--- config.mk ---
export PLATFORM = sky130hd
export DESIGN_NAME = cbr_queue
export DESIGN_NICKNAME = d
export VERILOG_FILES = /design/src/hdl/cbr_pkg.sv /design/src/hdl/cbr_queue.sv
export SDC_FILE = /design/constraint.sdc
export NUM_CORES = 1
export LEC_CHECK = 0
export BUFFER_PORTS_ARGS = -buffer_cell sky130_fd_sc_hd__buf_4
export CAP_MARGIN = 20
export CELL_PAD_IN_SITES_DETAIL_PLACEMENT = 0
export CELL_PAD_IN_SITES_GLOBAL_PLACEMENT = 1
export CORE_AREA = 3 3 107 109
export DETAILED_ROUTE_END_ITERATION = 8
export DIE_AREA = 0 0 110 112
export PLACE_DENSITY_LB_ADDON = 0.15
export SLEW_MARGIN = 10
export SYNTH_ARGS = -nofsm -noshare
export SYNTH_HDL_FRONTEND = slang
export SYNTH_SLANG_ARGS = --single-unit
export TNS_END_PERCENT = 50
--- constraint.sdc ---
create_clock -name i_clk -period 3.1 [get_ports i_clk]
set_input_delay 0.155 -clock i_clk [delete_from_list [all_inputs] [get_ports i_clk]]
set_output_delay 0.155 -clock i_clk [all_outputs]
set_load 0.05 [all_outputs]
--- src/hdl/cbr_pkg.sv ---
// cbr_pkg: shared types, codes and helpers for the conv2d batch-norm relu unit
// no dependencies

package cbr_pkg;

    localparam int IN_CHANNELS_DEF  = 4;
    localparam int OUT_CHANNELS_DEF = 8;
    localparam int MAX_HEIGHT_DEF   = 32;
    localparam int MAX_WIDTH_DEF    = 32;
    localparam int KERNEL_SIZE_DEF  = 3;

    // signed row/column coordinate and clamped image dimension widths
    localparam int RC_W  = 10;
    localparam int DIM_W = 9;

    localparam int QDEPTH = 2;
    localparam int QAW    = 1;

    localparam logic [2:0] REG_STRIDE  = 3'd0;
    localparam logic [2:0] REG_PAD     = 3'd1;
    localparam logic [2:0] REG_HEIGHT  = 3'd2;
    localparam logic [2:0] REG_WIDTH   = 3'd3;
    localparam logic [2:0] REG_EPSILON = 3'd4;

    typedef enum logic [2:0] {
        CMD_PIXEL    = 3'd0,
        CMD_WEIGHT   = 3'd1,
        CMD_BIAS     = 3'd2,
        CMD_GAMMA    = 3'd3,
        CMD_BETA     = 3'd4,
        CMD_MEAN     = 3'd5,
        CMD_VARIANCE = 3'd6,
        CMD_COMPUTE  = 3'd7
    } t_cmd;

    typedef struct packed {
        t_cmd               cmd;
        logic [2:0]         out_chan;
        logic [1:0]         in_chan;
        logic [4:0]         row_index;
        logic [4:0]         col_index;
        logic [1:0]         tap_row;
        logic [1:0]         tap_col;
        logic signed [31:0] load_value;
    } t_item;

    typedef struct packed {
        logic [1:0]  stride_step;
        logic [1:0]  pad_amount;
        logic [5:0]  image_height;
        logic [5:0]  image_width;
        logic [15:0] norm_epsilon;
    } t_cfg;

    typedef struct packed {
        logic full;
        logic empty;
    } t_q_stat;

    typedef enum logic [2:0] {
        BK_IDLE,
        BK_CONV,
        BK_GAIN,
        BK_SCALE,
        BK_MIX,
        BK_SHIFT,
        BK_OUT
    } t_back_state;

    typedef enum logic [1:0] {
        NM_IDLE,
        NM_ROOT,
        NM_DIV,
        NM_DONE
    } t_norm_state;

    function automatic logic [1:0] eff_stride(input logic [1:0] s);
        return (s == 2'd0) ? 2'd1 : s;
    endfunction

    function automatic logic [DIM_W-1:0] clamp_dim(input logic [5:0] v, input int maxv);
        logic [DIM_W-1:0] r;
        if (v == 6'd0) begin
            r = DIM_W'(1);
        end else if (int'(v) > maxv) begin
            r = DIM_W'(maxv);
        end else begin
            r = DIM_W'(v);
        end
        return r;
    endfunction

endpackage

--- src/hdl/cbr_queue.sv ---
// cbr_queue: short command queue between front and back
// depends on cbr_pkg

module cbr_queue (
    input  logic             i_clk,
    input  logic             i_rst_n,
    input  logic             i_push,
    input  cbr_pkg::t_item   i_item,
    input  logic             i_pop,
    output cbr_pkg::t_item   o_head,
    output cbr_pkg::t_q_stat o_stat
);
    import cbr_pkg::*;

    t_item          r_mem [QDEPTH];
    logic [QAW-1:0] r_wptr;
    logic [QAW-1:0] r_rptr;
    logic [QAW:0]   r_count;

    assign o_head       = r_mem[r_rptr];
    assign o_stat.full  = (r_count == (QAW+1)'(QDEPTH));
    assign o_stat.empty = (r_count == '0);

    always_ff @(posedge i_clk) begin
        if (!i_rst_n) begin
            r_wptr  <= '0;
            r_rptr  <= '0;
            r_count <= '0;
        end else begin
            if (i_push) begin
                r_wptr <= r_wptr + 1'b1;
            end
            if (i_pop) begin
                r_rptr <= r_rptr + 1'b1;
            end
            if (i_push && !i_pop) begin
                r_count <= r_count + 1'b1;
            end else if (i_pop && !i_push) begin
                r_count <= r_count - 1'b1;
            end
        end
    end

    always_ff @(posedge i_clk) begin
        if (i_push) begin
            r_mem[r_wptr] <= i_item;
        end
    end

endmodule

## Word-level counts from Yosys, hierarchy flattened

Memories as Yosys holds them, arrays and structs flattened. A register that Yosys moved wholly into a read port is not among the register bits.
Index checks and enable logic that the tools add are counted.

| word-level totals | value |
|---|---|
| logic and storage cells | 21 |
| register bits after elaboration | 4 |
| output and inout port bits | 56 |
| bits of input ports | 58 |
| bits in writable memories | 108 |
| memories | 1 |

| operators by class | value |
|---|---|
| equal/unequal tests | 1 |
| add/sub/neg operators | 4 |
| reductions and logical operators | 6 |
| muxes and demuxes | 6 |

Memories:

| name | depth | bits a word | rd ports | clocked after Yosys merged registers in | wr ports | line | RTL |
|---|---|---|---|---|---|---|---|
| r_mem | 2 | 54 | 1 | 1 | 1 | cbr_queue.sv:15 | `t_item r_mem [QDEPTH];` |

Operators with widths:

| cell | number |
|---|---|
| $mux 1 | 4 |
| $mux 2 | 2 |
| $add 1x1->1 const B | 2 |
| $add 2x1->2 const B | 1 |
| $eq 2x2->1 const B | 1 |
| $logic_and 1x1->1 | 2 |
| $logic_not 1->1 | 2 |
| $logic_not 2->1 | 1 |
| $reduce_bool 2->1 | 1 |
| $sub 2x1->2 const B | 1 |

## Logic depth before layout (Yosys ltp)

| logic depth | value |
|---|---|
| word-level depth | 4 |
| mapped depth | 5 |

## Worst setup path after synthesis

OpenSTA, ideal clock, no wires.

| path | value |
|---|---|
| path kind | reg-to-reg |
| start point | register r_wptr |
| end point | memory r_mem[0][0] (netlist bit), enable pin |
| stages on the path, launching flop included | 2 |
| slack | -110 ps |
| required time | 2627 ps |
| data arrival time | 2737 ps |
| library setup time | 473 ps |
| cells stage by stage | dfxtp_1 -> nor2b_1 |

RTL lines:

| element | line | RTL |
|---|---|---|
| start: declaration | cbr_queue.sv:16 | `logic [QAW-1:0] r_wptr;` |
| start signal: assignment | cbr_queue.sv:31 | `r_wptr <= r_wptr + 1'b1;` |
| end: declaration | cbr_queue.sv:15 |  |

Straight into the memory's write port.

==> results.py <==
metrics = {
    "logic_synthesis": {
        "netlist_area_sq_um": 4130,
        "synthesis.area_per_instance_sq_um": 21.7,
        "synthSimpleGateAreaFrac_pct": 1.36,
        "post_synth_fa_ha_maj_area_fraction_pct": 0.303,
        "post_synth_edffs": 108,
        "synth-warning-count": 0,
        "ys_top_cells_by_area": "edfxtp_1, mux2_2, dfxtp_1, buf_6, and2_1",
        "synthXorXnorAreaFrac_pct": 0.636,
        "synth_seq_area_share_pct": 80.9,
        "synth_top_flop_cell": "edfxtp_1",
        "synthesis.instances": 190,
        "synth-async-reset-ratio_pct": 0,
        "compound_gate_fraction_of_synth_area_pct": 0.485,
        "post_synth_mux_area_share_pct": 14.7,
        "synth.top_cell.area_share_pct": 78.5,
        "synth.distinct_cells": 17,
        "synth.cells.most_frequent": "edfxtp_1, mux2_2, buf_6, dfxtp_1, and2_1",
        "syn_nets": 249,
        "synth_largest_area_cell": "edfxtp_1",
        "synth_top_family_by_area": "multiplexers",
        "postSynthRegisterBits": 113,
        "yosysMostFrequentCell": "edfxtp_1",
    },
    "critical_path": {
        "timing.setup.critical_path_class": "reg2out",
        "worst_path_dominant_cell_family": "flip-flops",
        "crit_path_start_kind": "flip-flop",
        "rr_endpoint": "r_mem[1][32]",
        "cp_slowest_stage_delay_ns": 0.70,
        "path_cells": "buf_12 > mux2_2 > buf_4",
        "crit_fanout": 33,
        "critical_path_buffers_and_inverters": 2,
        "critPathSlowestCell": "dfxtp_2",
        "crit-reg2reg-launch": "r_wptr",
        "crit_path_end_kind": "output port",
        "data_required_critical_path_ns": 2.94,
        "r2r.worst_path.cells": 2,
        "regToRegSetupSlack_ns": 1.49,
        "timing.critical_path.arrival_ns": 2.09,
    },
    "die": {
        "placementRows": 38,
        "die_span_x_um": 110,
        "io_pins": 114,
        "die_height_um": 112,
        "die-area_sq_um": 12300,
        "start_util_pct": 38.6,
        "floorplan.core_area_sq_um": 10700,
    },
    "finish": {
        "drive_above_1_share_pct": 51.0,
        "nets": 436,
        "final_core_utilization_pct": 58.2,
        "fill_cells": 840,
        "antennaDiodeCount": 0,
        "multi_input_gate_area_in_the_final_layout_sq_um": 732,
        "fin_area_sq_um": 6230,
        "syn2layout_area_growth_pct": 50.7,
        "finish.cell_count_without_fillers": 528,
        "sequential_cell_area_sq_um": 3340,
    },
    "global_route": {
        "grt_overflow_total": 0,
        "antenna_found_initial": 0,
        "grt_pass1_wl_mm": 12.8,
        "largest_net_degree_at_the_start_of_global_routing": 34,
        "grt_usage_pct": 14.0,
        "grt_pass1_vias": 2594,
    },
    "sta": {
        "final.setup_skew_ns": 0.00376,
        "post-route-min-period_ns": 2.25,
        "worstMarginPinSlew_ns": 0.692,
        "timing.final.ws_setup_ns": 0.854,
        "fin_tns_setup_ns": 0,
        "final-hold-violation-count": 0,
        "rsz0062_at_grt": "false",
        "slew-limit-headroom_pct": 53.8,
        "final-setup-viol-count": 0,
        "holdWs_ns": 0.164,
        "max_clock_freq_mhz": 445,
        "final-max-slew-violation-count": 0,
        "fin_crit_sh_pct": 72.4,
    },
    "cts": {
        "cts_repair_resize_count": 0,
        "numClockSinks": 113,
        "cts_tree": "yes",
        "cts_max_path_buffers": 2,
        "cts-htree-levels": 4,
        "postCtsSetupRepairBufs": 0,
        "cts_buffers": 17,
        "cts-root-buf": "clkbuf_8",
        "clock_pin_slew_of_the_registers_on_the_worst_case_setup_and_hold_paths_ns": 0.05,
        "clock_insertion_delay_worst_skew_ns": 0.51,
        "post_cts_hold_buffer_count": 57,
    },
    "routing": {
        "viasPerCell": 4.45,
        "wl_per_cell_um": 15.0,
        "firstDrtPassIters": 4,
        "detailed_route_iter0_violations": 103,
        "drc": 0,
        "ant_nets": 0,
        "route.vias.total": 2350,
        "postRouteWirelength_mm": 7.90,
    },
    "placement": {
        "port-buffer-count": 113,
        "pre_cts_ws_ns": 1.35,
        "postPlaceCellArea_sq_um": 5160,
        "gp_congestion": 0.674,
        "place_inst": 441,
        "post-dp-hpwl_mm": 4.74,
    },
    "job": {
        "max-cap-violations": 0,
    },
    "power": {
        "pwr_density_cell_nw_per_um2": 662,
        "leakagePower_nw": 2.37,
        "report.power.total_mw": 4.12,
        "power_switching_share_pct": 25.2,
        "pwr-share-comb_pct": 17.0,
        "internal_power_mw": 3.08,
        "sequential_cell_fraction_of_total_power_pct": 43.6,
        "power.ir.vdd_worst_v": 0.000363,
        "power_switching_mw": 1.04,
        "power_frac_clock_pct": 39.4,
    },
    "worst_hold_path": {
        "hold_crit_start": "i_push",
        "hold-path-cell-count": 4,
        "hold_end": "r_count[1]",
        "type_of_the_tightest_min_delay_check": "in2reg",
    },
    "status": {
        "outcome": "complete, no violations",
    },
}
## cells in the final DEF (no fill, tap or decap)
| cell type | instances |
|---|---|
| inv_1 | 1 |
| dlygate4sd3_1 | 57 |
| and2b_2 | 1 |
| nor2_1 | 1 |
| and2_2 | 1 |
| clkinvlp_4 | 1 |
| mux2_2 | 54 |
| clkbuf_8 | 1 |
| dfxtp_2 | 1 |
| clkbuf_1 | 4 |
| buf_4 | 115 |
| xnor2_1 | 1 |
| edfxtp_1 | 108 |
| buf_12 | 2 |
| ha_1 | 1 |
| a21boi_1 | 1 |
| xor2_1 | 2 |
| nor2b_1 | 1 |
| nor2b_4 | 1 |
| bufinv_16 | 1 |
| clkbuf_16 | 16 |
| clkinv_2 | 4 |
| o21a_1 | 1 |
| o21ai_0 | 1 |
| or3_1 | 1 |
| and2_1 | 3 |
| clkinv_1 | 3 |
| dfxtp_1 | 4 |
## per-layer routing
layer	GRT usage (%)	vias up	part of all wire, %
li1	-	1124	-
met1	16.5	1142	41
met2	22.6	71	52
met3	5.86	13	6.5
met4	5.49	0	1.4
met5	0	-	0
## flip-flops by register name (all words and copies together), names as in the netlist, named ones only
signal / count
r_count: 2
r_mem: 108
r_rptr: 1
r_wptr: 1
## logic make-up after synthesis
group,count (synthesis)
multiplexers,54
buffers and inverters,7
adder cells (fa/ha/maj),1
AND/OR/NAND/NOR,9
flip-flops,113
XOR/XNOR,3
AO/OA/AOI/OAI,3
## tightest hold or removal path, delay by kind of cell
family                   cells  cell delay [ns]
adder cells (fa/ha/maj)      1             0.18
AND/OR/NAND/NOR              1             0.12
buffers and inverters        1             0.11
AO/OA/AOI/OAI                1             0.06
## final cells by class
cell class,instances,share of cell area (%)
Timing Repair Buffer,174,23.7
Clock inverter,9,1.11
Sequential cell,113,53.7
Multi-Input combinational cell,70,11.8
Clock buffer,21,6.89
Inverter,1,0.0603
Tap cell,140,2.81
## worst max path at each step
stage / from / end / slack (ns) / cells past startpoint
CTS: flip-flop / o_head[50] / 0.80 / 3
finish: flip-flop / o_head[49] / 0.85 / 3
floorplan: r_wptr / r_mem[0][0] / 0.93 / 1
global placement: flip-flop / o_head[49] / 1.36 / 3
global route: flip-flop / o_head[49] / 0.75 / 3
detailed placement: flip-flop / o_head[50] / 1.35 / 3
## power by group through the flow
stage	Combinational, mW	Sequential (mW)	Clock (mW)
after floorplan	0.448	1.81	0
after global placement	0.647	1.82	0
after detailed placement	0.650	1.83	0
after CTS	0.711	1.80	1.67
after global routing	0.740	1.80	1.75
final	0.702	1.80	1.62
Power figures use the tool's default switching activity.
