[src/hdl/cbr_pkg.sv]
// cbr_pkg: shared types, codes and helpers for the conv2d batch-norm relu unit
// no dependencies

package cbr_pkg;

    localparam int IN_CHANNELS_DEF  = 4;
    localparam int OUT_CHANNELS_DEF = 8;
    localparam int MAX_HEIGHT_DEF   = 32;
    localparam int MAX_WIDTH_DEF    = 32;
    localparam int KERNEL_SIZE_DEF  = 3;

    // signed row/column coordinate and clamped image dimension widths
    localparam int RC_W  = 10;
    localparam int DIM_W = 9;

    localparam int QDEPTH = 2;
    localparam int QAW    = 1;

    localparam logic [2:0] REG_STRIDE  = 3'd0;
    localparam logic [2:0] REG_PAD     = 3'd1;
    localparam logic [2:0] REG_HEIGHT  = 3'd2;
    localparam logic [2:0] REG_WIDTH   = 3'd3;
    localparam logic [2:0] REG_EPSILON = 3'd4;

    typedef enum logic [2:0] {
        CMD_PIXEL    = 3'd0,
        CMD_WEIGHT   = 3'd1,
        CMD_BIAS     = 3'd2,
        CMD_GAMMA    = 3'd3,
        CMD_BETA     = 3'd4,
        CMD_MEAN     = 3'd5,
        CMD_VARIANCE = 3'd6,
        CMD_COMPUTE  = 3'd7
    } t_cmd;

    typedef struct packed {
        t_cmd               cmd;
        logic [2:0]         out_chan;
        logic [1:0]         in_chan;
        logic [4:0]         row_index;
        logic [4:0]         col_index;
        logic [1:0]         tap_row;
        logic [1:0]         tap_col;
        logic signed [31:0] load_value;
    } t_item;

    typedef struct packed {
        logic [1:0]  stride_step;
        logic [1:0]  pad_amount;
        logic [5:0]  image_height;
        logic [5:0]  image_width;
        logic [15:0] norm_epsilon;
    } t_cfg;

    typedef struct packed {
        logic full;
        logic empty;
    } t_q_stat;

    typedef enum logic [2:0] {
        BK_IDLE,
        BK_CONV,
        BK_GAIN,
        BK_SCALE,
        BK_MIX,
        BK_SHIFT,
        BK_OUT
    } t_back_state;

    typedef enum logic [1:0] {
        NM_IDLE,
        NM_ROOT,
        NM_DIV,
        NM_DONE
    } t_norm_state;

    function automatic logic [1:0] eff_stride(input logic [1:0] s);
        return (s == 2'd0) ? 2'd1 : s;
    endfunction

    function automatic logic [DIM_W-1:0] clamp_dim(input logic [5:0] v, input int maxv);
        logic [DIM_W-1:0] r;
        if (v == 6'd0) begin
            r = DIM_W'(1);
        end else if (int'(v) > maxv) begin
            r = DIM_W'(maxv);
        end else begin
            r = DIM_W'(v);
        end
        return r;
    endfunction

endpackage

[src/hdl/cbr_front.sv]
// cbr_front: accepts command beats, range-checks them and forwards kept ones
// depends on cbr_pkg

module cbr_front #(
    parameter int IN_CHANNELS  = cbr_pkg::IN_CHANNELS_DEF,
    parameter int OUT_CHANNELS = cbr_pkg::OUT_CHANNELS_DEF,
    parameter int MAX_HEIGHT   = cbr_pkg::MAX_HEIGHT_DEF,
    parameter int MAX_WIDTH    = cbr_pkg::MAX_WIDTH_DEF,
    parameter int KERNEL_SIZE  = cbr_pkg::KERNEL_SIZE_DEF
) (
    input  logic            i_clk,
    input  logic            i_rst_n,
    input  cbr_pkg::t_cfg   i_cfg,
    input  logic            i_valid,
    output logic            o_ready,
    input  cbr_pkg::t_item  i_item,
    output logic            o_push,
    output cbr_pkg::t_item  o_item,
    input  cbr_pkg::t_q_stat i_q_stat
);
    import cbr_pkg::*;

    logic             r_valid;
    logic             r_keep;
    t_item            r_item;
    logic             keep;
    logic             drain;
    logic [1:0]       s;
    logic [RC_W-1:0]  full_h;
    logic [RC_W-1:0]  full_w;
    logic             oc_ok;
    logic             ic_ok;
    logic             comp_ok;

    always_comb begin
        s      = eff_stride(i_cfg.stride_step);
        full_h = RC_W'(clamp_dim(i_cfg.image_height, MAX_HEIGHT)) + RC_W'({i_cfg.pad_amount, 1'b0});
        full_w = RC_W'(clamp_dim(i_cfg.image_width, MAX_WIDTH)) + RC_W'({i_cfg.pad_amount, 1'b0});
        oc_ok  = int'(i_item.out_chan) < OUT_CHANNELS;
        ic_ok  = int'(i_item.in_chan) < IN_CHANNELS;
        comp_ok = oc_ok
                  && (int'(full_h) >= KERNEL_SIZE) && (int'(full_w) >= KERNEL_SIZE)
                  && (int'(RC_W'(i_item.row_index) * RC_W'(s)) <= int'(full_h) - KERNEL_SIZE)
                  && (int'(RC_W'(i_item.col_index) * RC_W'(s)) <= int'(full_w) - KERNEL_SIZE);
        unique case (i_item.cmd)
            CMD_PIXEL: begin
                keep = ic_ok && (int'(i_item.row_index) < MAX_HEIGHT)
                       && (int'(i_item.col_index) < MAX_WIDTH);
            end
            CMD_WEIGHT: begin
                keep = oc_ok && ic_ok && (int'(i_item.tap_row) < KERNEL_SIZE)
                       && (int'(i_item.tap_col) < KERNEL_SIZE);
            end
            CMD_COMPUTE: keep = comp_ok;
            default:     keep = oc_ok;
        endcase
    end

    assign drain   = r_valid && (!r_keep || !i_q_stat.full);
    assign o_ready = !r_valid || drain;
    assign o_push  = r_valid && r_keep && !i_q_stat.full;
    assign o_item  = r_item;

    always_ff @(posedge i_clk) begin
        if (!i_rst_n) begin
            r_valid <= 1'b0;
            r_keep  <= 1'b0;
        end else if (i_valid && o_ready) begin
            r_valid <= 1'b1;
            r_keep  <= keep;
        end else if (drain) begin
            r_valid <= 1'b0;
        end
    end

    always_ff @(posedge i_clk) begin
        if (i_valid && o_ready) begin
            r_item <= i_item;
        end
    end

endmodule

[config.mk]
export PLATFORM = sky130hd
export DESIGN_NAME = cbr_front
export DESIGN_NICKNAME = d
export VERILOG_FILES = /design/src/hdl/cbr_pkg.sv /design/src/hdl/cbr_front.sv
export SDC_FILE = /design/constraint.sdc
export NUM_CORES = 1
export LEC_CHECK = 0
export ABC_AREA = 1
export BUFFER_PORTS_ARGS = -buffer_cell sky130_fd_sc_hd__buf_4
export CAP_MARGIN = 20
export CELL_PAD_IN_SITES_DETAIL_PLACEMENT = 2
export CELL_PAD_IN_SITES_GLOBAL_PLACEMENT = 2
export CORE_MARGIN = 4
export CORE_UTILIZATION = 27
export CTS_CLUSTER_SIZE = 16
export DETAILED_ROUTE_END_ITERATION = 6
export PLACE_DENSITY_LB_ADDON = 0.3
export SLEW_MARGIN = 20
export SYNTH_ARGS = -nofsm -noshare
export SYNTH_HDL_FRONTEND = slang
export SYNTH_SLANG_ARGS = --single-unit
[constraint.sdc]
create_clock -name i_clk -period 3.8 [get_ports i_clk]
set_clock_uncertainty 0.15 [all_clocks]
set_input_delay 0.38 -clock i_clk [delete_from_list [all_inputs] [get_ports i_clk]]
set_output_delay 0.38 -clock i_clk [all_outputs]
set_load 0.005 [all_outputs]
# Word-level counts from Yosys, hierarchy flattened
# Index checks and enable logic that the tools add are counted.
[word_totals]
regBits = 56
in_bits = 91
out_inout_bits = 56
wordCells = 51
[op_classes]
addsub = 4
multipliers = 2
n_lt_le_gt_ge = 8
eq_ne = 2
muxes = 8
reduce_logical = 17
[ops]
columns = ["cell", "count"]
rows = [
  ["$le 8x11->1", 2],
  ["$sub 10x2->11 const B", 2],
  ["$add 9x3->10", 2],
  ["$ge 10x2->1 const B", 2],
  ["$mux 6", 3],
  ["$mul 5x2->7", 2],
  ["$gt 6x6->1 const B", 2],
  ["$logic_not 6->1", 2],
  ["$mux 9", 1],
  ["$logic_and 1x1->1", 8],
  ["$lt 2x2->1 const B", 2],
  ["$eq 3x1->1 const B", 1],
  ["$eq 3x3->1 const B", 1],
  ["$logic_not 1->1", 3],
  ["$logic_not 2->1", 1],
  ["$logic_or 1x1->1", 2],
  ["$mux 1", 2],
  ["$mux 2", 1],
  ["$pmux 1 s2", 1],
  ["$reduce_bool 2->1", 1],
]

# Longest topological paths before layout
# Gate-level depths: netlist of run 1.
[depth]
ltp_word = 9
depth_mapped = 25
mapped_depth_nobuf = 25

# Worst setup path before layout of run 1
# OpenSTA, ideal clock, no wires.
[synth_timing]
path_kind = "input-to-reg"
from = "input i_cfg[18] in the netlist's numbering"
to = "register r_keep"
arrival_ps = 2668
slack_ps = 861
path_stages = 18
path_buffers = 0
cell_sequence = "nor2_1 -> nand3_1 -> a21boi_0 -> ha_1 -> inv_1 -> fa_1 -> a21boi_2 -> nand2_1 -> nor2_2 -> xnor2_1 -> inv_1 -> ha_1 -> nand3_1 -> nor2_1 -> a21oi_1 -> nand2_1 -> nand2_1 -> a21oi_2"
[synth_via]
elab_chain_len = 9
elab_cells_between_ends = 12
[synth_rtl]
columns = ["item", "line_no", "source"]
rows = [
  ["from (decl)", "cbr_front.sv:13", "input cbr_pkg::t_cfg i_cfg,"],
  ["$gt 6x6->1", "cbr_pkg.sv:85", "end else if (int'(v) > maxv) begin"],
  ["$mux 6", "cbr_pkg.sv:85", ""],
  ["$mux 6 *", "cbr_pkg.sv:83", "if (v == 6'd0) begin"],
  ["$add 9x3->10 *", "cbr_front.sv:38", "full_w = RC_W'(clamp_dim(i_cfg.image_width, MAX_WIDTH)) + RC_W'({i_cfg.pad_amount, 1'b0});"],
  ["branches (longest 3 deep; another with $sub 10x2->11)", "--", ""],
  ["$logic_and 1x1->1 *", "cbr_front.sv:44", "&& (int'(RC_W'(i_item.col_index) * RC_W'(s)) <= int'(full_w) - KERNEL_SIZE);"],
  ["$pmux 1 s2 *", "cbr_front.sv:45", "unique case (i_item.cmd)"],
  ["to (signal assigned)", "cbr_front.sv:70", "r_keep <= keep;"],
  ["to (decl)", "cbr_front.sv:24", "logic r_keep;"],
]
# Mark *: on every way between the ends.
# A chain may end at the register's enable or synchronous reset.

# Worst setup path in the final report of run 1
[layout_timing]
from = "input i_cfg[20] in the netlist's numbering"
to = "register r_keep"
# The elaborated chain is that of the path after synthesis.

==> results of run 1 <==
-- final cells by class --
| class | instances | area (um^2) |
|---|---|---|
| Fill cell | 1184 | 6650 |
| Sequential cell | 56 | 1660 |
| Multi-Input combinational cell | 184 | 1210 |
| Timing Repair Buffer | 130 | 976 |
| Inverter | 63 | 238 |
| Tap cell | 140 | 175 |
| Clock buffer | 5 | 125 |
| Clock inverter | 3 | 42.5 |
-- power groups by stage --
| stage | Sequential, mW | Clock [mW] | Combinational, mW |
|---|---|---|---|
| finish | 0.731 | 0.522 | 0.382 |
| global route | 0.735 | 0.554 | 0.438 |
| CTS | 0.732 | 0.530 | 0.395 |
| detailed placement | 0.746 | 0 | 0.392 |
| global placement | 0.742 | 0 | 0.367 |
| floorplan | 0.747 | 0 | 0.202 |
-- cell usage in the layout (no fill, tap or decap), drive strengths merged --
cell type and instances:
a21o 1, nand3b 1, inv 62, clkbuf 5, o21ai 5, a21oi 19, nand2 70, a2111o 1
xnor2 6, bufinv 1, fa 4, edfxtp 54, nor2 23, a21boi 3, buf 130, nand3 16
ha 28, or2 1, a31oi 1, clkinv 3, xor2 3, dfxtp 2, nand4 2
-- path summary, 6_finish.rpt --
kind	slack [ns]	end	cells after the start
hold reg to reg	0.43	r_valid	2
hold / removal	0.11	o_item[30]	1
setup reg to reg	1.75	o_item[48]	3
setup / recovery	0.76	r_keep	21
-- cells in the mapped netlist (3+ instances only) --
library cell	count	share of area, %
sky130_fd_sc_hd__a21oi_2	3	0.84
sky130_fd_sc_hd__fa_1	4	2.6
sky130_fd_sc_hd__nand2_2	7	1.4
sky130_fd_sc_hd__inv_2	4	0.48
sky130_fd_sc_hd__o21ai_0	3	0.48
sky130_fd_sc_hd__a21oi_1	16	2.6
sky130_fd_sc_hd__nand3_1	16	2.6
sky130_fd_sc_hd__edfxtp_1	54	52
sky130_fd_sc_hd__ha_1	28	11
sky130_fd_sc_hd__xnor2_1	6	1.7
sky130_fd_sc_hd__nor2_1	20	2.4
sky130_fd_sc_hd__inv_1	59	7.1
sky130_fd_sc_hd__xor2_1	3	0.84
sky130_fd_sc_hd__nand2_1	61	7.3
-- state kept, by name, indices dropped and copies added (netlist names) --
register	cells
o_item	54
r_valid	1
r_keep	1
-- kinds of logic after synthesis --
family | Yosys count
buffers and inverters | 64
xor gates and xnor gates | 9
and+or+nand+nor | 113
DFF | 56
adders and majority gates | 32
AOI/OAI and AO/OA | 30
-- routing by layer --
| layer | wire length, um | vias up | track usage (%) |
|---|---|---|---|
| met5 | 0 | - | 0 |
| met2 | 4890 | 99 | 26.5 |
| li1 | - | 1266 | - |
| met4 | 104 | 0 | 3.76 |
| met3 | 1080 | 6 | 4.75 |
| met1 | 3930 | 1218 | 16.7 |
-- per-stage QoR --
step / instance area (um^2) / total power [mW] / utilization [%] / hold slack [ns]
floorplan: 3120 / 0.949 / - / 0.329
global placement: 4260 / 1.11 / 38.5 / 0.386
detailed placement: 4260 / 1.14 / 38.5 / 0.411
CTS: 4430 / 1.66 / 40.0 / 0.103
global route: 4430 / 1.73 / 40.0 / 0.0986
finish: 4430 / 1.64 / 40.0 / 0.110
-- worst max-delay path: cells and delay by family --
family / cells / cell delay (ns)
AO/OA/AOI/OAI: 4 / 0.52
buffers and inverters: 4 / 0.35
AND/OR/NAND/NOR: 9 / 0.81
XOR/XNOR: 1 / 0.13
adder cells (fa/ha/maj): 3 / 0.88
==> impl.org, run 1 <==
** Timing
- Final hold violations :: 0
- Minimum period implied by the final worst setup slack :: 3.04 ns
- For this run, the top clock speed supported by timing is roughly 330 MHz.
- In the final timing run, aggregate negative setup slack is 0 ns.
- Setup repair after global routing left no endpoint under its margin.
- Headroom to the max-slew limit came out at 38.9%.
- Final number of setup-violating endpoints :: 0
- The max-slew violation total from the final report was 0.
- At the pin with the least slew margin, the transition time is 0.915 ns.
- Minimum setup slack in the final design :: 0.756 ns
- Of the available clock period, the critical path in the final layout requires 80.1%.

** Floorplanning
- Die width :: between 100 and 150 um
- Std cell rows :: 38
- In this run the count of I/O pins placed on the die edge is approximately 150.
- The die covers 13300 um^2.
- The core region is 11100 um^2.
- Die Ht :: 115 um
- For this configuration, the core starts out at a cell density of 28.1%.

** Power
- For this design the ratio of total power to cell area is approximately 370 nW/um^2.
- Portion of total power attributed to combinational logic :: a little under a quarter
- VDD sags by at most roughly 0.00030 V.
- Summed over all cells, the static leakage comes to 2.20 nW.
- Registers are responsible for 44.7% of the overall power.
- The internal portion of the total power is 1.21 mW.
- Net switching power of the design :: about 0.42 mW
- Net switching fraction of the power :: 25.8%
- The clock network is responsible for around a third of the overall power.

** Global routing
- Vias in the first global route :: ~2.8k
- Global routing used 14.7% of the available tracks across all layers.
- The first global-routing pass estimated around 15000 um of wire.
- Number of antenna violations at the first check in global routing :: 0
- Global routing finished with a remaining overflow of 0.
- Entering global routing, the biggest net connects 55 pins.

** Placed design
- Count of input and output buffers :: 129
- Once detailed placement completed, the half-perimeter wirelength came to 8500 um.
- Routability-driven placement finished with a final weighted congestion of 0.777.
- After detailed placement, the design holds a cell count of roughly 570.
- Dpl ws :: 0.355 ns

** Worst setup path
- The worst register-to-register path begins at r_keep.
- Highest net fanout along the worst path :: 4
- Critical path data arrival time :: ~3.1 ns
- In this design, the critical path's most frequently occurring cell is sky130_fd_sc_hd__nand2_1.
- Crit-path cells :: buf_4 > nor2_1 > nand3_1 > a21boi_0 > ha_1 > inv_1 > fa_1 > inv_1 > nand2_1 > a21boi_2 > nand2_1 > nor2_2 > xnor2_1 > inv_1 > ha_1 > nand3_1 > nor2_1 > a21oi_1 > nand2_1 > nand2_1 > a21oi_2
- Stage delay of the slowest cell on the critical path :: just under 0.4 ns
- Type of the worst setup path :: primary input to flip-flop
- At the worst endpoint, the required time is between 3 and 4 ns.
- Crit-path slowest cell :: sky130_fd_sc_hd__fa_1
- Startpoint Class :: primary input
- Crit path launch :: i_cfg[20]
- STA classifies the critical path endpoint as a flip-flop.

** Synthesis
- Synth Area in XOR/XNOR :: 2.53%
- Adder-cell area share of the yosys netlist :: 13.8%
- Among all flip-flop cells after synthesis, the most frequent one is sky130_fd_sc_hd__edfxtp_1.
- After synthesis, the mean cell area works out to 10.3 um^2.
- Synthesis inferred 56 register bits.
- For this run, the register share of the synthesized area comes to 53.3%.
- Async S/R FF share, synth :: 0%
- After synthesis, the share of cell area in mux cells is 0%.
- Simple-gate share of the synthesized area :: 16.5%
- During synthesis, Yosys emitted a total of 0 warnings.
- Syn_nets :: 427
- Fraction of the mapped netlist area in compound gates :: 6.18%
- Count of distinct cell types in the synthesized netlist :: 29
- Number of standard cells after synthesis :: 304
- Mapped Area :: 3120 um^2
- Number of synthesized flops with an enable pin :: 54
- Dominant combinational cell family by area after synthesis :: simple AND/OR/NAND/NOR gates

** Clocking
- Buffers inserted during clock tree synthesis total 5.
- In this run the clock root is driven by a sky130_fd_sc_hd__clkbuf_16.
- Number of sinks handled by clock tree synthesis :: 56
- Post-cts repair resize count :: 0
- TritonCTS built the clock tree.
- After clock tree synthesis, the clock-pin slew on the worst setup and hold paths is 0.07 ns.
- Counting along the longest clock path gives a buffer depth of 2.
- CTS built an H-tree with a depth of 2.
- Number of setup buffers added after CTS :: 0
- Clock latency reported for the late side of the worst-skew pair :: 0.29 ns
- Buffers inserted to repair hold after CTS numbered 0.

** Finish
- NumNets Final :: 563
- Area Growth Syn to Fin :: 42.2%
- Leaving out filler cells and counting taps, the final layout contains 581.
- Diode count :: 0
- The post-route netlist has 36.5% of its cells at a drive strength greater than 1.

** Status
- Result of the run :: finished, final reports clean

** Routing
- Count of routing violations after the opening detailed-route iteration :: 70
- Dividing the detail-routed via count by the number of cells gives 4.46.
- Total number of vias :: 2589
- Antenna violation net count after detailed routing :: 0
- The first detailed-routing pass took 4 iterations.
- WL per Instance :: 17.2 um
- DRC viols :: 0
- After detailed routing, the total wire length is 10000 um.

** Job
- Maximum capacitance violations :: 0

** Min path
- Min-delay worst type :: primary input to flip-flop
- Hold Crit Start :: i_item[30]
Power figures use the tool's default switching activity.
==> inputs of run 2 (changes only) <==
--- a/config.mk
+++ b/config.mk
@@ -11,7 +11,7 @@
 export CELL_PAD_IN_SITES_DETAIL_PLACEMENT = 2
 export CELL_PAD_IN_SITES_GLOBAL_PLACEMENT = 2
 export CORE_MARGIN = 4
-export CORE_UTILIZATION = 27
+export CORE_UTILIZATION = 24
 export CTS_CLUSTER_SIZE = 16
 export DETAILED_ROUTE_END_ITERATION = 6
 export PLACE_DENSITY_LB_ADDON = 0.3
==> constraint.sdc (replaced) <==
create_clock -name i_clk -period 2.8 [get_ports i_clk]
set_clock_uncertainty 0.15 [all_clocks]
set_input_delay 0.28 -clock i_clk [delete_from_list [all_inputs] [get_ports i_clk]]
set_output_delay 0.28 -clock i_clk [all_outputs]
set_load 0.005 [all_outputs]
==> run 2 against run 1 <==
Compared with the run above:
- global-route usage down 0.75 points
- count of clock-buffer cells in the layout grew 1
- total power is 40% higher
- sequential share of layout area shrank 3.9 points
- sequential power up 36%
- combinational power increased by 80%
- first-iteration DRC count is 27% lower
- core utilization down 0.95 points
- flip-flop and latch count stayed put
- highest routed layer unchanged
==> impl.org, run 2 (synthesis results as in run 1) <==
** Clocking
- The clock tree from TritonCTS is done (unchanged).
- Hold Buf Count CTS :: 0 (unchanged)
- Maximum number of buffers from clock root to sink :: 2 (unchanged)
- Clock Tree Root :: sky130_fd_sc_hd__clkbuf_16 (unchanged)
- The sink count of the clock tree was 56 (unchanged).
- Number of buffers created by CTS :: 5 (unchanged)
- Clock latency reported for the late side of the worst-skew pair :: 0.29 ns (about the same)
- Clock edge transition at the registers on the reported setup and hold paths :: 0.07 ns (about the same)
- Maximum level of the CTS H-tree :: 2 (unchanged)

** Timing
- The number of hold-slack violations in the final timing report came to 0 (unchanged).
- The final critical-path setup slack is 0.0533 ns (was 0.756 ns).
- Max-Slew Margin vs Limit :: 59.6% (was 38.9%)
- Unrepaired setup endpoints after global routing :: yes (was no)
- Ratio of final minimum period to clock period :: about 100%
- The max-slew violation total from the final report was 0 (unchanged).
- Minimum period implied by the final worst setup slack :: 2.75 ns
- The final hold slack was 0.0154 ns (was 0.110 ns).
- Maximum clock frequency :: 364 MHz
- The final setup TNS was 0 ns (unchanged).
- The number of setup violations in the final report is 0 (unchanged).
- Transition time at the pin with the least slew margin :: 0.605 ns (was 0.915 ns)

** Routing
- The number of design-rule violations left by the first detailed-router iteration was 51 (was 70).
- First drt pass iteration count :: 3 (was 4)
- DRC viols :: 0 (unchanged)
- Total length of routed wires :: 10600 um (was 10000 um)
- Via density :: 4.23 (was 4.46)
- Total number of vias :: 2756 (was 2589)
- The number of nets with antenna violations after routing is 0 (unchanged).
- The routed wirelength normalized by instance count is 16.2 um (was 17.2 um).

** Placed design
- The final estimated routing congestion in global placement came to 0.719 (was 0.777).
- Inst Count DP :: 638 (was 573)
- The total placed instance area came to 4560 um^2 (was 4260 um^2).
- The port buffer count is 129 (unchanged).
- Dpl ws :: -0.418 ns (was 0.355 ns)
- The half-perimeter wire length after placement was 8950 um (was 8500 um).

** Finish
- The final cell count without fillers was 652 (was 581).
- Final Core Density :: 39.1% (was 40.0%)
- The number of nets in the final layout was 602 (was 563).
- Final cell area excluding filler cells :: 4950 um^2 (was 4430 um^2)
- Max FFs per register :: 54 (unchanged)
- Top library cells by usage in the layout, fill and taps aside :: 163 x sky130_fd_sc_hd__buf_4, 55 x sky130_fd_sc_hd__nand2_1, 54 x sky130_fd_sc_hd__edfxtp_1, 53 x sky130_fd_sc_hd__inv_1, 24 x sky130_fd_sc_hd__ha_1 (was 130 x sky130_fd_sc_hd__buf_4, 61 x sky130_fd_sc_hd__nand2_1, 58 x sky130_fd_sc_hd__inv_1, 54 x sky130_fd_sc_hd__edfxtp_1, 28 x sky130_fd_sc_hd__ha_1)
- Diode count :: 0 (unchanged)
- Filler cells :: 1393 (was 1184)
- The signed area change from the synthesized netlist to the final layout is 58.8% (was 42.2%).
- The leading cell type in the layout, fill and taps excluded is sky130_fd_sc_hd__buf_4 (unchanged).
- The share of layout cells above drive strength 1 is 48.3% (was 36.5%).

** Worst setup path
- Critical path required time :: 2.88 ns (was 3.83 ns)
- The worst flop-to-flop path startpoint is r_keep (unchanged).
- Worst r2r path cells :: 4 (was 3)
- The sort of element at the end of the critical path is a flip-flop (unchanged).
- The endpoint of the worst-slack reg-to-reg timing path is o_item[24] (was o_item[48]).
- Worst reg-to-reg setup slack :: 1.05 ns (was 1.75 ns)
- Type of the worst setup path :: primary input to flip-flop (unchanged)
- Highest net fanout along the worst path :: 2 (was 4)
- The critical path startpoint category was a primary input (unchanged).
- Critical path data arrival time :: 2.83 ns (was 3.08 ns)

** Global routing
- The number of antenna violations at the first check in global routing came to 0 (unchanged).
- The maximum number of pins on one net before global-route repair came to 30 (was 55).
- The via count of the first global-routing pass was 3010 (was 2750).
- Residual overflow from global routing :: 0 (unchanged)
- The aggregate global-route resource usage came to 13.9% (was 14.7%).
- The wire length of the first global-routing pass is 16200 um (was 15000 um).

** Power
- The power per cell area was 461 nW/um^2 (was 369 nW/um^2).
- Static power due to leakage :: 2.41 nW (was 2.20 nW)
- Worst vdd rail ir drop :: 0.000201 V (was 0.000297 V)
- Total power :: 2.28 mW (was 1.64 mW)

** Status
- Result of the run :: finished, final reports clean (unchanged)

** Floorplanning
- The number of ports placed on the die boundary is 147 (unchanged).
- The starting utilization of the core area is 24.6% (was 28.1%).
- Die Ht :: 122 um (was 115 um)
- Die width :: 122 um (was 115 um)
- Die area :: 14900 um^2 (was 13300 um^2)
- Core ar. :: 12700 um^2 (was 11100 um^2)
- Std cell rows :: 41 (was 38)

** Min path
- Worst hold stages :: 1 (unchanged)
- Destination of the worst hold path :: o_item[47] (was o_item[30])
- Hold Crit Start :: i_item[47] (was i_item[30])
- The path class of the lowest-slack min-delay path is primary input to flip-flop (unchanged).

** Job
- The number of maximum-capacitance constraint violations came to 0 (unchanged).
-- run 2: changes by cell type in the layout (fill, tap and decap cells not counted), moves of 3 or more --
cell,delta
sky130_fd_sc_hd__buf_4,+33
sky130_fd_sc_hd__inv_2,+6
sky130_fd_sc_hd__nand2_1,-6
sky130_fd_sc_hd__nor2_1,-6
sky130_fd_sc_hd__buf_6,+5
sky130_fd_sc_hd__inv_1,-5
sky130_fd_sc_hd__nand2_2,+5
sky130_fd_sc_hd__a21oi_1,-4
sky130_fd_sc_hd__ha_1,-4
sky130_fd_sc_hd__a21oi_2,+3
sky130_fd_sc_hd__ha_4,+3
sky130_fd_sc_hd__nor2_2,+3
sky130_fd_sc_hd__nor2_4,+3
-- run 2: per-layer routing --
| metal | share of wire (%) | vias up | track usage [%] |
|---|---|---|---|
| met5 | 0 | - | 0 |
| met4 | 0.76 | 0 | 2.52 |
| met3 | 10 | 6 | 4.36 |
| met2 | 50 | 107 | 25.5 |
| met1 | 39 | 1305 | 16.1 |
| li1 | - | 1338 | - |
-- run 2: critical path: stages --
cell                       delay, ns
sky130_fd_sc_hd__buf_6          0.10
sky130_fd_sc_hd__nor2_4         0.09
sky130_fd_sc_hd__nand3_2        0.09
sky130_fd_sc_hd__a21boi_2       0.13
sky130_fd_sc_hd__ha_2           0.20
sky130_fd_sc_hd__inv_2          0.04
sky130_fd_sc_hd__fa_2           0.54
sky130_fd_sc_hd__a21boi_4       0.23
sky130_fd_sc_hd__nand2_4        0.09
sky130_fd_sc_hd__xor2_2         0.18
sky130_fd_sc_hd__ha_1           0.30
sky130_fd_sc_hd__nand2_1        0.08
sky130_fd_sc_hd__nand2_1        0.05
sky130_fd_sc_hd__nand2_1        0.05
sky130_fd_sc_hd__nand2_1        0.05
sky130_fd_sc_hd__nand2_1        0.05
sky130_fd_sc_hd__nand2_1        0.05
sky130_fd_sc_hd__nand2_1        0.06
sky130_fd_sc_hd__nand2_1        0.06
sky130_fd_sc_hd__a21oi_2        0.10
-- run 2: worst max path at each step --
stage	start	to	cells after the start
6_report	i_cfg[18]	r_keep	20
5_1_grt	i_cfg[18]	r_keep	23
4_1_cts	i_cfg[17]	r_keep	20
3_5_place_dp	i_cfg[16]	r_keep	19
3_3_place_gp	i_cfg[18]	r_keep	19
2_1_floorplan	i_cfg[18]	r_keep	18
-- run 2: final cells by class --
| type | instances | area [um^2] | area share, % |
|---|---|---|---|
| Timing Repair Buffer | 169 | 1300 | 26.3 |
| Clock buffer | 6 | 129 | 2.60 |
| Inverter | 63 | 236 | 4.78 |
| Multi-Input combinational cell | 184 | 1400 | 28.2 |
| Tap cell | 172 | 215 | 4.35 |
| Sequential cell | 56 | 1660 | 33.6 |
| Clock inverter | 2 | 11.3 | 0.228 |
-- run 2: what timing repair did --
item | in CTS | in global routing
pin swaps | 25 | 26
resized for setup | 26 | 20
setup buffers | 3 | 3
setup endpoints to repair | 1 | 1
-- run 2: power breakdown --
group	total (mW)	internal (mW)	switching (mW)
sequential	0.992	0.976	0.0161
clock	0.603	0.329	0.274
combinational	0.688	0.355	0.332
total	2.28	1.66	0.622
==> inputs of run 3 (changes only) <==
--- a/config.mk
+++ b/config.mk
@@ -8,10 +8,8 @@
 export ABC_AREA = 1
 export BUFFER_PORTS_ARGS = -buffer_cell sky130_fd_sc_hd__buf_4
 export CAP_MARGIN = 20
-export CELL_PAD_IN_SITES_DETAIL_PLACEMENT = 2
-export CELL_PAD_IN_SITES_GLOBAL_PLACEMENT = 2
 export CORE_MARGIN = 4
-export CORE_UTILIZATION = 24
+export CORE_UTILIZATION = 42
 export CTS_CLUSTER_SIZE = 16
 export DETAILED_ROUTE_END_ITERATION = 6
 export PLACE_DENSITY_LB_ADDON = 0.3
==> run 3 against run 2 <==
Compared with the run above:
- first-iteration DRC count grew to 2.5 times the previous value
- combinational power shrank 7.6%
- clock power shrank 26%
- count of clock-buffer cells in the layout down 1
- maximum frequency is 0.11% higher
- design area is 0.78% higher
- global-route usage grew 6.3 points
- total power shrank 9.1%
- wire length decreased by 10%
- die area shrank 40%
- sequential share of layout area is 0.26 points lower
==> impl.org, run 3 (synthesis results as in run 1) <==
** Clocking
- Maximum number of buffers from clock root to sink :: 2 (unchanged)
- Maximum level of the CTS H-tree :: 2 (unchanged)
- The buffer type at the clock tree root was sky130_fd_sc_hd__clkbuf_8 (was sky130_fd_sc_hd__clkbuf_16).
- Number of sinks handled by clock tree synthesis :: 56 (unchanged)
- The clock-pin slew on the worst setup and hold paths was 0.10 ns (was 0.07 ns).
- The clock buffer count from CTS was 5 (unchanged).
- The clock tree from TritonCTS is done (unchanged).
- The clock latency on the worst-skew pair is 0.30 ns (was 0.29 ns).

** Timing
- Minimum setup slack in the final design :: 0.0564 ns (was 0.0533 ns)
- Final number of setup-violating endpoints :: 0 (unchanged)
- The share of the clock period used by the worst path after layout is 98.0% (was 98.1%).
- The fmax came to 364 MHz (about the same).
- The max-slew violation total from the final report came to 0 (unchanged).
- Setup TNS :: 0 ns (unchanged)
- The post-route minimum period came to 2.74 ns (was 2.75 ns).
- Final hold violations :: 0 (unchanged)
- Transition time at the pin with the least slew margin :: 0.283 ns (was 0.605 ns)
- Unrepaired setup endpoints after global routing :: yes (unchanged)
- The final hold slack came to 0.00870 ns (was 0.0154 ns).
- Max-Slew Margin vs Limit :: 81.1% (was 59.6%)

** Placed design
- Inst Count DP :: 560 (was 638)
- The port buffer count is 129 (unchanged).
- Placer Congestion :: 0.792 (was 0.719)
- The worst slack at placement is -0.286 ns (was -0.418 ns).
- Post-detailed-placement cell area :: 4440 um^2 (was 4560 um^2)
- Dpl hpwl :: 6390 um (was 8950 um)

** Worst setup path
- The worst endpoint data arrival time came to 2.84 ns (was 2.83 ns).
- The data required time at the worst endpoint is 2.90 ns (was 2.88 ns).
- The critical path startpoint category was a primary input (unchanged).
- Type of the worst setup path :: primary input to flip-flop (unchanged)
- The most frequent cell on the critical path was sky130_fd_sc_hd__nand2_1 (unchanged).
- The setup slack of the worst register-to-register path is 1.42 ns (was 1.05 ns).
- The critical-path cell with the highest stage delay was sky130_fd_sc_hd__fa_2 (unchanged).
- The maximum single-stage delay on the critical path is 0.43 ns (was 0.54 ns).
- Crit-path cells :: buf_8 > nor2_4 > nand3_2 > a21boi_2 > ha_2 > inv_2 > fa_2 > buf_4 > xnor2_2 > ha_1 > a21oi_2 > nand2_1 > nand2_1 > nand2_1 > nand2_1 > nand2_1 > nand2_2 > nand2_1 > nand2_1 > nand2_1 > nand2_1 > nand2_1 > a21oi_2 (was buf_6 > nor2_4 > nand3_2 > a21boi_2 > ha_2 > inv_2 > fa_2 > a21boi_4 > nand2_4 > xor2_2 > ha_1 > nand2_1 > nand2_1 > nand2_1 > nand2_1 > nand2_1 > nand2_1 > nand2_1 > nand2_1 > a21oi_2)
- The sort of element at the end of the critical path is a flip-flop (unchanged).
- The largest fanout on the critical path came to 3 (was 2).

** Floorplanning
- The core box area is 7210 um^2 (was 12700 um^2).
- Die Ht :: 94.1 um (was 122 um)
- The number of ports placed on the die boundary was 147 (unchanged).
- The starting utilization of the core area is 43.2% (was 24.6%).
- Die area :: 8860 um^2 (was 14900 um^2)
- Die width :: 94.1 um (was 122 um)
- Std cell rows :: 31 (was 41)

** Finish
- The signed area change from the synthesized netlist to the final layout was 60.1% (was 58.8%).
- Finished Layout Cells :: 606 (was 652)
- Layout cell share with drive strength beyond 1 :: 40.2% (was 48.3%)
- Sequential cell area :: 1660 um^2 (unchanged)
- Final cell area excluding filler cells :: 4990 um^2 (was 4950 um^2)
- Top library cells by usage in the layout, fill and taps aside :: 155 x sky130_fd_sc_hd__buf_4, 60 x sky130_fd_sc_hd__nand2_1, 57 x sky130_fd_sc_hd__inv_1, 54 x sky130_fd_sc_hd__edfxtp_1, 37 x sky130_fd_sc_hd__dlygate4sd3_1 (was 163 x sky130_fd_sc_hd__buf_4, 55 x sky130_fd_sc_hd__nand2_1, 54 x sky130_fd_sc_hd__edfxtp_1, 53 x sky130_fd_sc_hd__inv_1, 24 x sky130_fd_sc_hd__ha_1)
- The layout filler cell count came to 536 (was 1393).
- Diode count :: 0 (unchanged)
- The area occupied by multi-input gates came to 1280 um^2 (was 1400 um^2).
- The flip-flop count of the largest register, all copies and words added was 54 (unchanged).
- NumNets Final :: 629 (was 602)
- Most common cell after layout, fill and taps aside :: sky130_fd_sc_hd__buf_4 (unchanged)

** Routing
- Total number of vias :: 2811 (was 2756)
- The total wirelength of the detailed-routed design came to 9510 um (was 10600 um).
- The detailed-route vias per instance came to 4.64 (was 4.23).
- First drt pass iteration count :: 4 (was 3)
- The routed wirelength normalized by instance count was 15.7 um (was 16.2 um).
- The number of nets with antenna violations after routing is 0 (unchanged).
- Count of routing violations after the opening detailed-route iteration :: 128 (was 51)
- DRC viols :: 0 (unchanged)

** Global routing
- The wire length of the first global-routing pass came to 13800 um (was 16200 um).
- The number of antenna violations at the first check in global routing came to 0 (unchanged).
- Residual overflow from global routing :: 0 (unchanged)
- Global-route usage over all layers :: 20.2% (was 13.9%)
- Pin count of the biggest net entering global routing :: 55 (was 30)
- Vias in the first global route :: 2757 (was 3010)

** Power
- The relative contribution of the clock network to total power was 21.4% (was 26.4%).
- The combinational group share of total power came to 30.6% (was 30.1%).
- Internal Pwr Total :: 1.50 mW (was 1.66 mW)
- Net switching fraction of the power :: 28.0% (was 27.3%)
- Static power due to leakage :: 2.47 nW (was 2.41 nW)
- The highest ir drop seen on vdd was 0.000199 V (was 0.000201 V).
- Sequential share of power :: 47.9% (was 43.4%)
- PD cells :: 416 nW/um^2 (was 461 nW/um^2)
- Net switching power of the design :: 0.580 mW (was 0.622 mW)

** Status
- Result of the run :: finished, final reports clean (unchanged)

** Min path
- Min-delay worst type :: primary input to flip-flop (unchanged)

** Job
- The number of maximum-capacitance constraint violations was 0 (unchanged).
-- run 3: cell count changes in the layout (fill, tap and decap cells not counted), moves of 4 or more --
| cell | delta |
|---|---|
| sky130_fd_sc_hd__nand2_1 | +5 |
| sky130_fd_sc_hd__inv_2 | -4 |
| sky130_fd_sc_hd__inv_1 | +4 |
| sky130_fd_sc_hd__buf_4 | -8 |
| sky130_fd_sc_hd__clkbuf_8 | +5 |
| sky130_fd_sc_hd__dlygate4sd3_1 | +37 |
| sky130_fd_sc_hd__clkbuf_16 | -5 |
| sky130_fd_sc_hd__nand2_2 | -4 |
-- run 3: critical path, delay by kind of cell --
kind,cells,cell delay (ns)
and+or+nand+nor,13,0.77
buffers and inverters,3,0.30
adders and majority gates,3,0.96
AOI/OAI and AO/OA,3,0.40
xor gates and xnor gates,1,0.12
-- run 3: area by class of cell --
class,instances,area share (%)
flip-flops and latches,56,33.3
well taps,99,2.48
clock inverters,3,0.426
inverters,63,4.74
repair buffers,196,31.9
clock buffers,5,1.38
multi-input cells,184,25.8
-- run 3: power groups by stage --
stage | combinational, mW | clock, mW | sequential (mW)
3_3_place_gp | 0.532 | 0 | 1.01
6_report | 0.636 | 0.445 | 0.994
4_1_cts | 0.596 | 0.445 | 0.990
3_5_place_dp | 0.553 | 0 | 1.01
2_1_floorplan | 0.274 | 0 | 1.01
5_1_grt | 0.711 | 0.490 | 0.998
-- run 3: routing by layer --
metal  part of all wire (%)  GRT usage, %  vias to the layer above
met4                    1.8          4.33                        0
met5                      0             0                        -
met3                    8.8          5.45                       16
li1                       -             -                     1392
met2                     52          38.7                      105
met1                     38          22.1                     1298
-- run 3: repair_timing --
action,CTS,global route
setup endpoints to repair,0,1
hold buffers,34,3
gates resized for setup,0,19
setup buffers,0,1
hold endpoints to repair,34,3
-- run 3: path summary, 6_finish.rpt --
check | cells after the start | end | start
worst max register to register | 4 | o_item[44] | r_keep
worst min register to register | 2 | r_valid | r_valid
worst min-delay path | 1 | o_item[32] | i_item[32]
worst max-delay path | 23 | r_keep | i_cfg[20]
-- run 3: metrics by stage --
step / power (mW) / util, %
2_1_floorplan: 1.29 / -
3_3_place_gp: 1.54 / 61.5
3_5_place_dp: 1.56 / 61.5
4_1_cts: 2.03 / 67.4
5_1_grt: 2.20 / 69.1
6_report: 2.08 / 69.1
